File: src/flt_pkg.sv
// Package for the fraction reduction block: the sequencer state type.
// No dependencies; imported by the top level.
`timescale 1ns / 1ps
`default_nettype none

package flt_pkg;

  typedef enum logic [2:0] {
    S_IDLE,
    S_EUC_ISSUE,
    S_EUC_WAIT,
    S_QN_ISSUE,
    S_QN_WAIT,
    S_QD_ISSUE,
    S_QD_WAIT,
    S_OUT
  } flt_state_t;

endpackage

`default_nettype wire

File: src/flt_div.sv
// Iterative restoring divider on unsigned magnitudes, one quotient bit per cycle.
// Shared by the Euclid steps and the final quotients; no package dependencies.
`timescale 1ns / 1ps
`default_nettype none

module flt_div #(
  parameter int WIDTH = 32
) (
  input  logic             clk,
  input  logic             rst,
  input  logic             start,
  input  logic [WIDTH-1:0] dividend,
  input  logic [WIDTH-1:0] divisor,
  output logic             done,
  output logic [WIDTH-1:0] quotient,
  output logic [WIDTH-1:0] remainder
);

  localparam int CW = $clog2(WIDTH + 1);

  logic [WIDTH-1:0] quo;
  logic [WIDTH-1:0] rem;
  logic [WIDTH-1:0] dvs;
  logic [CW-1:0]    cnt;
  logic             run;

  logic [WIDTH:0]   shifted;
  logic [WIDTH:0]   diff;
  logic             fits;

  // The partial remainder stays below the divisor, so WIDTH+1 bits hold the shift.
  assign shifted = {rem, quo[WIDTH-1]};
  assign diff    = shifted - {1'b0, dvs};
  assign fits    = shifted >= {1'b0, dvs};

  always_ff @(posedge clk) begin
    if (rst) begin
      run  <= 1'b0;
      done <= 1'b0;
      cnt  <= '0;
    end else begin
      done <= 1'b0;
      if (start) begin
        run <= 1'b1;
        cnt <= CW'(WIDTH);
        quo <= dividend;
        rem <= '0;
        dvs <= divisor;
      end else if (run) begin
        quo <= {quo[WIDTH-2:0], fits};
        rem <= fits ? diff[WIDTH-1:0] : shifted[WIDTH-1:0];
        cnt <= cnt - 1'b1;
        if (cnt == CW'(1)) begin
          run  <= 1'b0;
          done <= 1'b1;
        end
      end
    end
  end

  assign quotient  = quo;
  assign remainder = rem;

endmodule

`default_nettype wire

File: src/fraction_lowest_terms.sv
// The sequencer runs the Euclid remainder steps (at most about 46 for 32 bits),
// each a pass through one shared divider, then divides both magnitudes by the gcd;
// a zero denominator goes straight from idle to the output state.
// Throughput: one transaction at a time; busy stays high until done has pulsed,
// and the next transaction can be accepted in the cycle right after done.
// Reset (rst, synchronous) returns the sequencer to idle and drops any work.
// The result is valid for the single cycle in which done is high.
`timescale 1ns / 1ps
`default_nettype none

module fraction_lowest_terms
  import flt_pkg::*;
#(
  parameter int WIDTH = 32
) (
  input  logic               clk,
  input  logic               rst,
  input  logic               start,
  output logic               busy,
  input  logic signed [31:0] numer_in,
  input  logic signed [31:0] denom_in,
  output logic               done,
  output logic signed [31:0] numer_out,
  output logic signed [31:0] denom_out,
  output logic               ok
);

  localparam int EXT = (WIDTH > 32) ? WIDTH : 32;

  flt_state_t state, state_next;

  logic [WIDTH-1:0] nmag, dmag, xm, ym, qn;
  logic             nneg, dneg, xs, ys;

  logic [EXT-1:0]   n_ext, d_ext;
  logic [WIDTH-1:0] n_w, d_w, nmag_in, dmag_in;

  logic             div_start, div_done;
  logic [WIDTH-1:0] div_a, div_b, div_q, div_r;

  logic             sn, sd;
  logic [WIDTH-1:0] n_res, d_res;
  logic [EXT-1:0]   n_sx, d_sx;

  // Only the low WIDTH bits of an input count; wider configurations zero-extend.
  assign n_ext   = EXT'($unsigned(numer_in));
  assign d_ext   = EXT'($unsigned(denom_in));
  assign n_w     = n_ext[WIDTH-1:0];
  assign d_w     = d_ext[WIDTH-1:0];
  assign nmag_in = n_w[WIDTH-1] ? (~n_w + 1'b1) : n_w;
  assign dmag_in = d_w[WIDTH-1] ? (~d_w + 1'b1) : d_w;

  flt_div #(
    .WIDTH(WIDTH)
  ) u_div (
    .clk       (clk),
    .rst       (rst),
    .start     (div_start),
    .dividend  (div_a),
    .divisor   (div_b),
    .done      (div_done),
    .quotient  (div_q),
    .remainder (div_r)
  );

  always_comb begin
    state_next = state;
    case (state)
      S_IDLE: begin
        if (start) begin
          state_next = (dmag_in == '0) ? S_OUT : S_EUC_ISSUE;
        end
      end
      S_EUC_ISSUE: state_next = S_EUC_WAIT;
      S_EUC_WAIT: begin
        if (div_done) begin
          state_next = (div_r == '0) ? S_QN_ISSUE : S_EUC_ISSUE;
        end
      end
      S_QN_ISSUE: state_next = S_QN_WAIT;
      S_QN_WAIT: begin
        if (div_done) begin
          state_next = S_QD_ISSUE;
        end
      end
      S_QD_ISSUE: state_next = S_QD_WAIT;
      S_QD_WAIT: begin
        if (div_done) begin
          state_next = S_OUT;
        end
      end
      S_OUT:   state_next = S_IDLE;
      default: state_next = S_IDLE;
    endcase
  end

  always_comb begin
    div_start = 1'b0;
    div_a     = xm;
    div_b     = ym;
    busy      = 1'b1;
    done      = 1'b0;
    case (state)
      S_IDLE:      busy = 1'b0;
      S_EUC_ISSUE: div_start = 1'b1;
      S_QN_ISSUE: begin
        div_start = 1'b1;
        div_a     = nmag;
        div_b     = xm;
      end
      S_QD_ISSUE: begin
        div_start = 1'b1;
        div_a     = dmag;
        div_b     = xm;
      end
      S_OUT:   done = 1'b1;
      default: ;
    endcase
  end

  // Each quotient takes the sign of its input against the sign the gcd ended with.
  assign sn    = (qn != '0) && (nneg != xs);
  assign sd    = (div_q != '0) && (dneg != xs);
  assign n_res = sn ? (~qn + 1'b1) : qn;
  assign d_res = sd ? (~div_q + 1'b1) : div_q;
  assign n_sx  = EXT'($signed(n_res));
  assign d_sx  = EXT'($signed(d_res));

  always_ff @(posedge clk) begin
    if (rst) begin
      state <= S_IDLE;
    end else begin
      state <= state_next;
    end
  end

  always_ff @(posedge clk) begin
    case (state)
      S_IDLE: begin
        if (start) begin
          nmag      <= nmag_in;
          dmag      <= dmag_in;
          nneg      <= n_w[WIDTH-1];
          dneg      <= d_w[WIDTH-1];
          xm        <= nmag_in;
          xs        <= n_w[WIDTH-1];
          ym        <= dmag_in;
          ys        <= d_w[WIDTH-1];
          // A zero denominator passes both fields through untouched.
          numer_out <= numer_in;
          denom_out <= denom_in;
          ok        <= 1'b0;
        end
      end
      S_EUC_WAIT: begin
        if (div_done) begin
          xm <= ym;
          xs <= ys;
          ym <= div_r;
          ys <= (div_r != '0) && xs;
        end
      end
      S_QN_WAIT: begin
        if (div_done) begin
          qn <= div_q;
        end
      end
      S_QD_WAIT: begin
        if (div_done) begin
          numer_out <= n_sx[31:0];
          denom_out <= d_sx[31:0];
          ok        <= 1'b1;
        end
      end
      default: ;
    endcase
  end

`ifndef NO_ASSERTIONS
  a_div_done_in_wait: assert property (@(posedge clk) disable iff (rst)
    div_done |-> (state == S_EUC_WAIT || state == S_QN_WAIT || state == S_QD_WAIT))
    else $error("divider finished outside a wait state");

  a_done_single: assert property (@(posedge clk) disable iff (rst)
    done |=> !done)
    else $error("done held for more than one cycle");

  a_accept_busy: assert property (@(posedge clk) disable iff (rst)
    (start && !busy) |=> busy)
    else $error("accepted transaction did not raise busy");

  a_denom_nonzero: assert property (@(posedge clk) disable iff (rst)
    (done && ok) |-> (denom_out != '0))
    else $error("valid result with zero denominator");
`endif

endmodule

`default_nettype wire
File: config.mk
export PLATFORM = sky130hd
export DESIGN_NAME = fraction_lowest_terms
export DESIGN_NICKNAME = d
export VERILOG_FILES = /design/src/flt_pkg.sv /design/src/flt_div.sv /design/src/fraction_lowest_terms.sv
export SDC_FILE = /design/constraint.sdc
export NUM_CORES = 1
export LEC_CHECK = 0
export ABC_AREA = 1
export BUFFER_PORTS_ARGS = -buffer_cell sky130_fd_sc_hd__buf_4
export CAP_MARGIN = 20
export CORE_MARGIN = 1.5
export CORE_UTILIZATION = 60
export CTS_CLUSTER_DIAMETER = 30
export CTS_CLUSTER_SIZE = 16
export DETAILED_ROUTE_END_ITERATION = 12
export PLACE_DENSITY = 0.77
export SLEW_MARGIN = 0
export SYNTH_ARGS = -nofsm -noshare
export SYNTH_HDL_FRONTEND = slang
export SYNTH_SLANG_ARGS = --single-unit
File: constraint.sdc
create_clock -name clk -period 24.3 [get_ports clk]
set_input_delay 3.645 -clock clk [delete_from_list [all_inputs] [get_ports clk]]
set_output_delay 3.645 -clock clk [all_outputs]
set_load 0.1 [all_outputs]
==> metrics.md, run 1 <==
| Metric | Value |
|---|---|
| CP required | `24.49 ns` |
| Synthesis-to-finish area growth | `18.9%` |
| Filler cell count | `2316` |
| Max Fclk | `176 MHz` |
| DR DRC count | `0` |
| Final setup fails | `0` |
| Starting Density | `0.614` |
| Layout cell share with drive strength beyond 1 | `0.138` |
| Hold Vio Cnt, Final | `0` |
| Slew @ Worst Pin | `1.01 ns` |
| Quantity of gates resized following cts | `0` |
| Initial DRC count | `2365` |
| Crit path DAT | `5.86 ns` |
| Core area | `31700 um2` |
| Top cell type's share of synthesized area | `0.501` |
| Final Cell Area | `23100 um2` |
| Worst VDD drop | `0.000117 V` |
| H-tree lvl count | `3` |
| GRT Overall Usage | `0.385` |
| Area of the multi-input gates | `8180 um2` |
| Endpoint type of the worst setup path | `flip-flop` |
| Crit path largest cell delay | `0.71 ns` |
| Post-layout net count | `2490` |
| Finished Layout Cells | `2841` |
| Reg2reg end | `denom_out[4]$_DFFE_PP_` |
| First-pass GRT wire length | `95600 um` |
| Post-synth EDFFs | `325` |
| Root Driver | `clkbuf_16` |
| Antenna cell count | `0` |
| Dpl cells | `2714` |
| TritonCTS clock tree | `yes` |
| Synth unique cells | `53` |
| RSZ-0062 raised after global routing | `false` |
| Post-DR wirelength/cell | `22.3 um` |
| Pwr Density | `154 nW/um2` |
| LEAKAGE | `9.63 nW` |
| Post-DP HPWL | `45800 um` |
| Average cell area after synthesis | `8.70 um2` |
| Drt first pass iters | `8` |
| CP max stage cell | `buf_4` |
| Post-DP Area | `20800 um2` |
| Vias in the first global route | `16408` |
| Clock Skews | `0.0262 ns` |
| Fin util | `0.730` |
| Hold Path Depth | `0` |
| Crit path max-delay family | `buffers and inverters` |
| Reg2reg start | `u_div.quotient[0]$_DFFE_PP_` |
| Ys async rst share | `0` |
| GRT overflow | `0` |
| Crit-path max FO | `67` |
| ANT nets after route | `0` |
| Hold Path End | `qn[28]$_DFFE_PP_` |
| Post-CTS setup buffers | `0` |
| Setup CP Type | `in2reg` |
| Final Critical Period | `5.67 ns` |
| WL final | `63300 um` |
| Chip Width | `183 um` |
| Worst R2R Setup Slack | `20.51 ns` |
| Clk_lat worst skew | `0.58 ns` |
| Initial antenna violation count | `2` |
| Die area | `33500 um2` |
| Via density | `6.04` |
| Die height | `183 um` |
| I/O pin count | `134` |
| Setup TNS | `0 ns` |
| Syn Nets | `2343` |
| CTS max path bufs | `3` |
| Worst path cell trace | `buf_4 > inv_1 > nor2_4 > buf_4 > nor2_1 > a21oi_4 > buf_4` |
| Sequential area share after synthesis | `0.513` |
| Via count | `17163` |
| Max-slew violation count | `0` |
| Number of synthesized register bits | `336` |
| Leading area contributor after synthesis | `edfxtp_1` |
| Main area contributors after synthesis | `edfxtp_1 (50%), nand2_1 (10%), inv_1 (5.2%)` |
| R2r worst-path depth | `12` |
| Worst-path clk slew | `0.05 ns` |
| Worst hold-check path type | `reg2reg` |
| Mapped Area | `19500 um2` |
| Hold_buf cts | `0` |
| FF+latch area | `9980 um2` |
| Final Power | `3.57 mW` |
| Max cap viols | `0` |
| Synth Flop Type | `edfxtp_1` |
| Rows | `65` |
| CP Launch Type | `input port` |
| Hold Path Origin | `u_div.quotient[28]$_DFFE_PP_` |
| I/O Buffers | `133` |
| Commonest non-fill, non-tap cells in the layout | `nand2_1 (534), edfxtp_1 (325), inv_1 (270), nor2_1 (236), o21ai_0 (196)` |
| Global placement routability congestion | `1.06` |
| Cts bufs inserted | `70` |
| Worst relative slew slack | `0.318` |
| Synth warn | `0` |
| Cells after Synth | `2237` |
| Status | `finished, final reports clean` |
| Final period util | `0.233` |
| Most common cell after layout, fill and taps aside | `nand2_1` |
| Crit path top cell by count | `buf_4` |
| Clock Sinks | `336` |
| WP buf/inv | `4` |
| Pin count of the biggest net entering global routing | `108` |
-- how the worst max path moves through the flow --
| stage | startpoint | to | slack [ns] | depth (start not counted) |
|---|---|---|---|---|
| 2_1_floorplan | start | xm[0]$_DFFE_PP_ | 13.96 | 4 |
| 3_3_place_gp | start | ym[4]$_DFFE_PP_ | 18.06 | 7 |
| 3_5_place_dp | start | xm[4]$_DFFE_PP_ | 18.07 | 7 |
| 4_1_cts | start | ym[26]$_DFFE_PP_ | 18.65 | 7 |
| 5_1_grt | start | ym[11]$_DFFE_PP_ | 18.50 | 7 |
| 6_report | start | xm[12]$_DFFE_PP_ | 18.63 | 7 |
-- report_power, final --
group / total [mW] / internal [mW] / leakage [nW] / switching (mW)
logic: 1.56 / 0.381 / 5.34 / 1.18
clock network: 0.939 / 0.610 / 1.12 / 0.328
registers: 1.08 / 0.957 / 3.16 / 0.120
-- through the flow --
stage          hold WS [ns]  setup slack, ns
4_1_cts               0.446            18.65
3_3_place_gp          0.439            18.06
5_1_grt               0.469            18.50
2_1_floorplan         0.426            13.96
6_report              0.449            18.63
3_5_place_dp          0.435            18.07
-- synthesized netlist by cell type (2+ instances only) --
library cell    n
xnor2_1        23
nand3b_1       11
nor2_2          2
o21ai_2        14
buf_2          15
dfxtp_1        11
clkbuf_1       47
o22ai_1         2
nand4_1        37
nor4_1         23
nand2_2         3
a31oi_1        16
inv_1         270
o21bai_1        4
buf_1           6
inv_2           2
o21ai_0       197
xor2_1         87
a21o_1          3
o21ai_1        12
a22oi_1         6
nor3_1         34
buf_12          2
a221oi_1       27
buf_4           2
o21a_1          4
a41oi_1         4
nor3_2          4
edfxtp_1      325
nand3_1        98
a21oi_1        83
a21boi_0        3
o211ai_1        3
buf_6           2
ha_1           38
nand3_2        22
nand2_1       536
nor2_1        243
nand2_4         2
-- per-layer routing --
metal	vias to the layer above	share of wire	global-route usage
met5	-	0.00024	0
met4	4	0.070	0.252
met3	183	0.11	0.0778
met2	1055	0.44	0.581
met1	7997	0.38	0.507
li1	7924	-	-
-- sequential cells by signal (all words and copies together) (netlist names) --
register	count
denom_out	32
dmag	32
nmag	32
numer_out	32
qn	32
u_div.dvs	32
u_div.quotient	32
u_div.remainder	32
xm	32
ym	32
u_div.cnt	6
state	3
dneg	1
nneg	1
ok	1
u_div.done	1
u_div.run	1
xs	1
ys	1
-- layout make-up --
class	count	area share
sequential	336	0.431
clock buffer	74	0.0782
inverter	273	0.0443
timing repair buffer	149	0.0483
clock inverter	53	0.0227
multi-input combinational	1554	0.354
tap	402	0.0217
-- cells by family (layout without fill, tap and decap cells) --
family                   count (synthesis)  in the layout  synth area share
buffers and inverters                  347            549            0.0707
XOR/XNOR                               110            110            0.0495
adder cells (fa/ha/maj)                 39             39            0.0255
AO/OA/AOI/OAI                          382            382             0.112
AND/OR/NAND/NOR                       1023           1023             0.229
flip-flops                             336            336             0.513
Power figures use the tool's default switching activity.
==> run 2, diff against run 1 <==
- clock period: 24.3 -> 5.6 ns (I/O delays scaled with it)
==> run 2 against run 1 <==
  * Worst hold slack is essentially flat
  * Cell count is 0.14% higher
  * Critical path depth did not move
  * Largest cell class unchanged
==> metrics.md, run 2 (synthesized netlist as in run 1, its figures left out) <==
| Metric | Value |
|---|---|
| GRT overflow | `0 (unchanged)` |
| WL final | `64900 um (was 63300 um)` |
| Core area | `31700 um2 (unchanged)` |
| Final setup fails | `0 (unchanged)` |
| Drt first pass iters | `6 (was 8)` |
| Synthesis-to-finish area growth | `19.6% (was 18.9%)` |
| Flop pwr share | `0.300 (was 0.301)` |
| Quantity of gates resized following cts | `0 (unchanged)` |
| Clock Skews | `0.0339 ns (was 0.0262 ns)` |
| Post-CTS setup buffers | `0 (unchanged)` |
| DR DRC count | `0 (unchanged)` |
| WP buf/inv | `3 (was 4)` |
| Pwr Density | `675 nW/um2 (was 154 nW/um2)` |
| CP max stage cell | `buf_4 (unchanged)` |
| Pin count of the biggest net entering global routing | `108 (unchanged)` |
| Antenna cell count | `0 (unchanged)` |
| Post-DR wirelength/cell | `22.8 um (was 22.3 um)` |
| Chip Width | `183 um (unchanged)` |
| Max cap viols | `0 (unchanged)` |
| Worst relative slew slack | `0.251 (was 0.318)` |
| Clock group share of total power | `0.273 (was 0.263)` |
| First-pass GRT wire length | `97000 um (was 95600 um)` |
| I/O pin count | `134 (unchanged)` |
| Most common cell after layout, fill and taps aside | `nand2_1 (unchanged)` |
| Sw Share | `0.450 (was 0.454)` |
| TritonCTS clock tree | `yes (unchanged)` |
| Via count | `17293 (was 17163)` |
| Rows | `65 (unchanged)` |
| RSZ-0062 raised after global routing | `false (unchanged)` |
| Combinational Power Share | `0.427 (was 0.436)` |
| Initial antenna violation count | `3 (was 2)` |
| Status | `finished, final reports clean (unchanged)` |
| Worst-path clk slew | `0.05 ns (about the same)` |
| Max Fclk | `295 MHz` |
| Crit path DAT | `3.62 ns (was 5.86 ns)` |
| Endpoint type of the worst setup path | `flip-flop (unchanged)` |
| Vias in the first global route | `16504 (was 16408)` |
| Post-DP HPWL | `47200 um (was 45800 um)` |
| Crit path max-delay family | `buffers and inverters (unchanged)` |
| Slew @ Worst Pin | `1.12 ns (was 1.01 ns)` |
| Hold Vio Cnt, Final | `0 (unchanged)` |
| Crit-path max FO | `67 (unchanged)` |
| Max-slew violation count | `0 (unchanged)` |
| I/O Buffers | `133 (unchanged)` |
| Worst VDD drop | `0.000580 V (was 0.000117 V)` |
| Hold_buf cts | `0 (unchanged)` |
| Worst path cell trace | `inv_1 > nand3_1 > nor2_4 > buf_4 > nor2_1 > a21oi_4 > buf_4 (was buf_4 > inv_1 > nor2_4 > buf_4 > nor2_1 > a21oi_4 > buf_4)` |
| Clk_lat worst skew | `0.59 ns (was 0.58 ns)` |
| Initial DRC count | `2186 (was 2365)` |
| ANT nets after route | `0 (unchanged)` |
| CTS max path bufs | `3 (unchanged)` |
| Commonest non-fill, non-tap cells in the layout | `nand2_1 (534), edfxtp_1 (325), inv_1 (270), nor2_1 (236), o21ai_0 (196) (unchanged)` |
| Final period util | `0.605` |
| Post-layout net count | `2492 (was 2490)` |
| Crit path top cell by count | `buf_4 (unchanged)` |
| Global placement routability congestion | `1.04 (was 1.06)` |
| NetSw | `7.07 mW (was 1.62 mW)` |
| CP required | `5.83 ns (was 24.49 ns)` |
| Layout cell share with drive strength beyond 1 | `0.136 (was 0.138)` |
| Filler cell count | `2299 (was 2316)` |
| Setup CP Type | `reg2reg (was in2reg)` |
| Crit path largest cell delay | `0.72 ns (was 0.71 ns)` |
| Root Driver | `clkbuf_16 (unchanged)` |
| Via density | `6.08 (was 6.04)` |
| Worst hold-check path type | `reg2reg (unchanged)` |
| Pint | `8.64 mW (was 1.95 mW)` |
| Clock Sinks | `336 (unchanged)` |
| Die area | `33500 um2 (unchanged)` |
| Cts bufs inserted | `71 (was 70)` |
| Final Critical Period | `3.39 ns` |
| Final Power | `15.7 mW (was 3.57 mW)` |
| CP Launch Type | `flip-flop (was input port)` |
| H-tree lvl count | `3 (unchanged)` |
| Setup TNS | `0 ns (unchanged)` |
| GRT Overall Usage | `0.390 (was 0.385)` |
| LEAKAGE | `9.69 nW (was 9.63 nW)` |
| Starting Density | `0.614 (unchanged)` |
| Die height | `183 um (unchanged)` |
-- run 2: cell types whose count changed in the layout (fill, tap and decap cells not counted), moves of 3 or more --
cell / delta
clkinv_1: +6
clkinv_2: -5
clkinv_4: -4
inv_16: +3
-- run 2: layout make-up --
| type | instances | area [um2] | area share |
|---|---|---|---|
| clock buffer | 78 | 1880 | 0.0806 |
| clock inverter | 52 | 584 | 0.0251 |
| inverter | 273 | 1020 | 0.0440 |
| multi-input combinational | 1554 | 8180 | 0.351 |
| sequential | 336 | 9980 | 0.429 |
| tap | 402 | 503 | 0.0216 |
| timing repair buffer | 150 | 1130 | 0.0484 |
-- run 2: routing by layer --
metal / part of all wire / global-route usage / vias up
met2: 0.45 / 0.617 / 1112
met4: 0.060 / 0.219 / 0
met1: 0.38 / 0.505 / 8066
met5: 0 / 0 / -
met3: 0.11 / 0.0804 / 190
li1: - / - / 7925
-- run 2: worst reg2reg max path, stage by stage, from the launching register on --
cell	delay [ns]
dfxtp_1	0.40
inv_1	0.12
nand3_1	0.40
nor2_4	0.19
buf_4	0.72
nor2_1	0.20
a21oi_4	0.51
buf_4	0.49
-- run 2: power by group through the flow --
stage,clock [mW],sequential [mW],combinational (mW)
2_1_floorplan,0,6.14,3.34
3_3_place_gp,0,4.67,6.50
3_5_place_dp,0,4.70,6.55
4_1_cts,4.30,4.67,6.62
5_1_grt,4.42,4.78,7.15
6_report,4.29,4.71,6.71
-- run 2: final timing paths --
path / from / end / slack, ns / depth (start not counted)
max: state[0]$_SDFFE_PP0P_ / ym[8]$_DFFE_PP_ / 2.21 / 7
min: u_div.quotient[28]$_DFFE_PP_ / qn[28]$_DFFE_PP_ / 0.45 / 0
max reg2reg: state[0]$_SDFFE_PP0P_ / ym[8]$_DFFE_PP_ / 2.21 / 7
min reg2reg: u_div.quotient[28]$_DFFE_PP_ / qn[28]$_DFFE_PP_ / 0.45 / 0
-- run 2: per-stage QoR --
| step | cell area, um2 | setup WS, ns | util | hold slack [ns] | cells |
|---|---|---|---|---|---|
| 3_5_place_dp | 20800 | 2.25 | 0.656 | 0.439 | 2715 |
| 4_1_cts | 23300 | 2.27 | 0.734 | 0.438 | 2845 |
| 2_1_floorplan | 19500 | 0.147 | - | 0.426 | 2237 |
| 3_3_place_gp | 20800 | 2.29 | 0.656 | 0.433 | 2715 |
| 6_report | 23300 | 2.21 | 0.734 | 0.449 | 2845 |
| 5_1_grt | 23300 | 2.05 | 0.734 | 0.443 | 2845 |
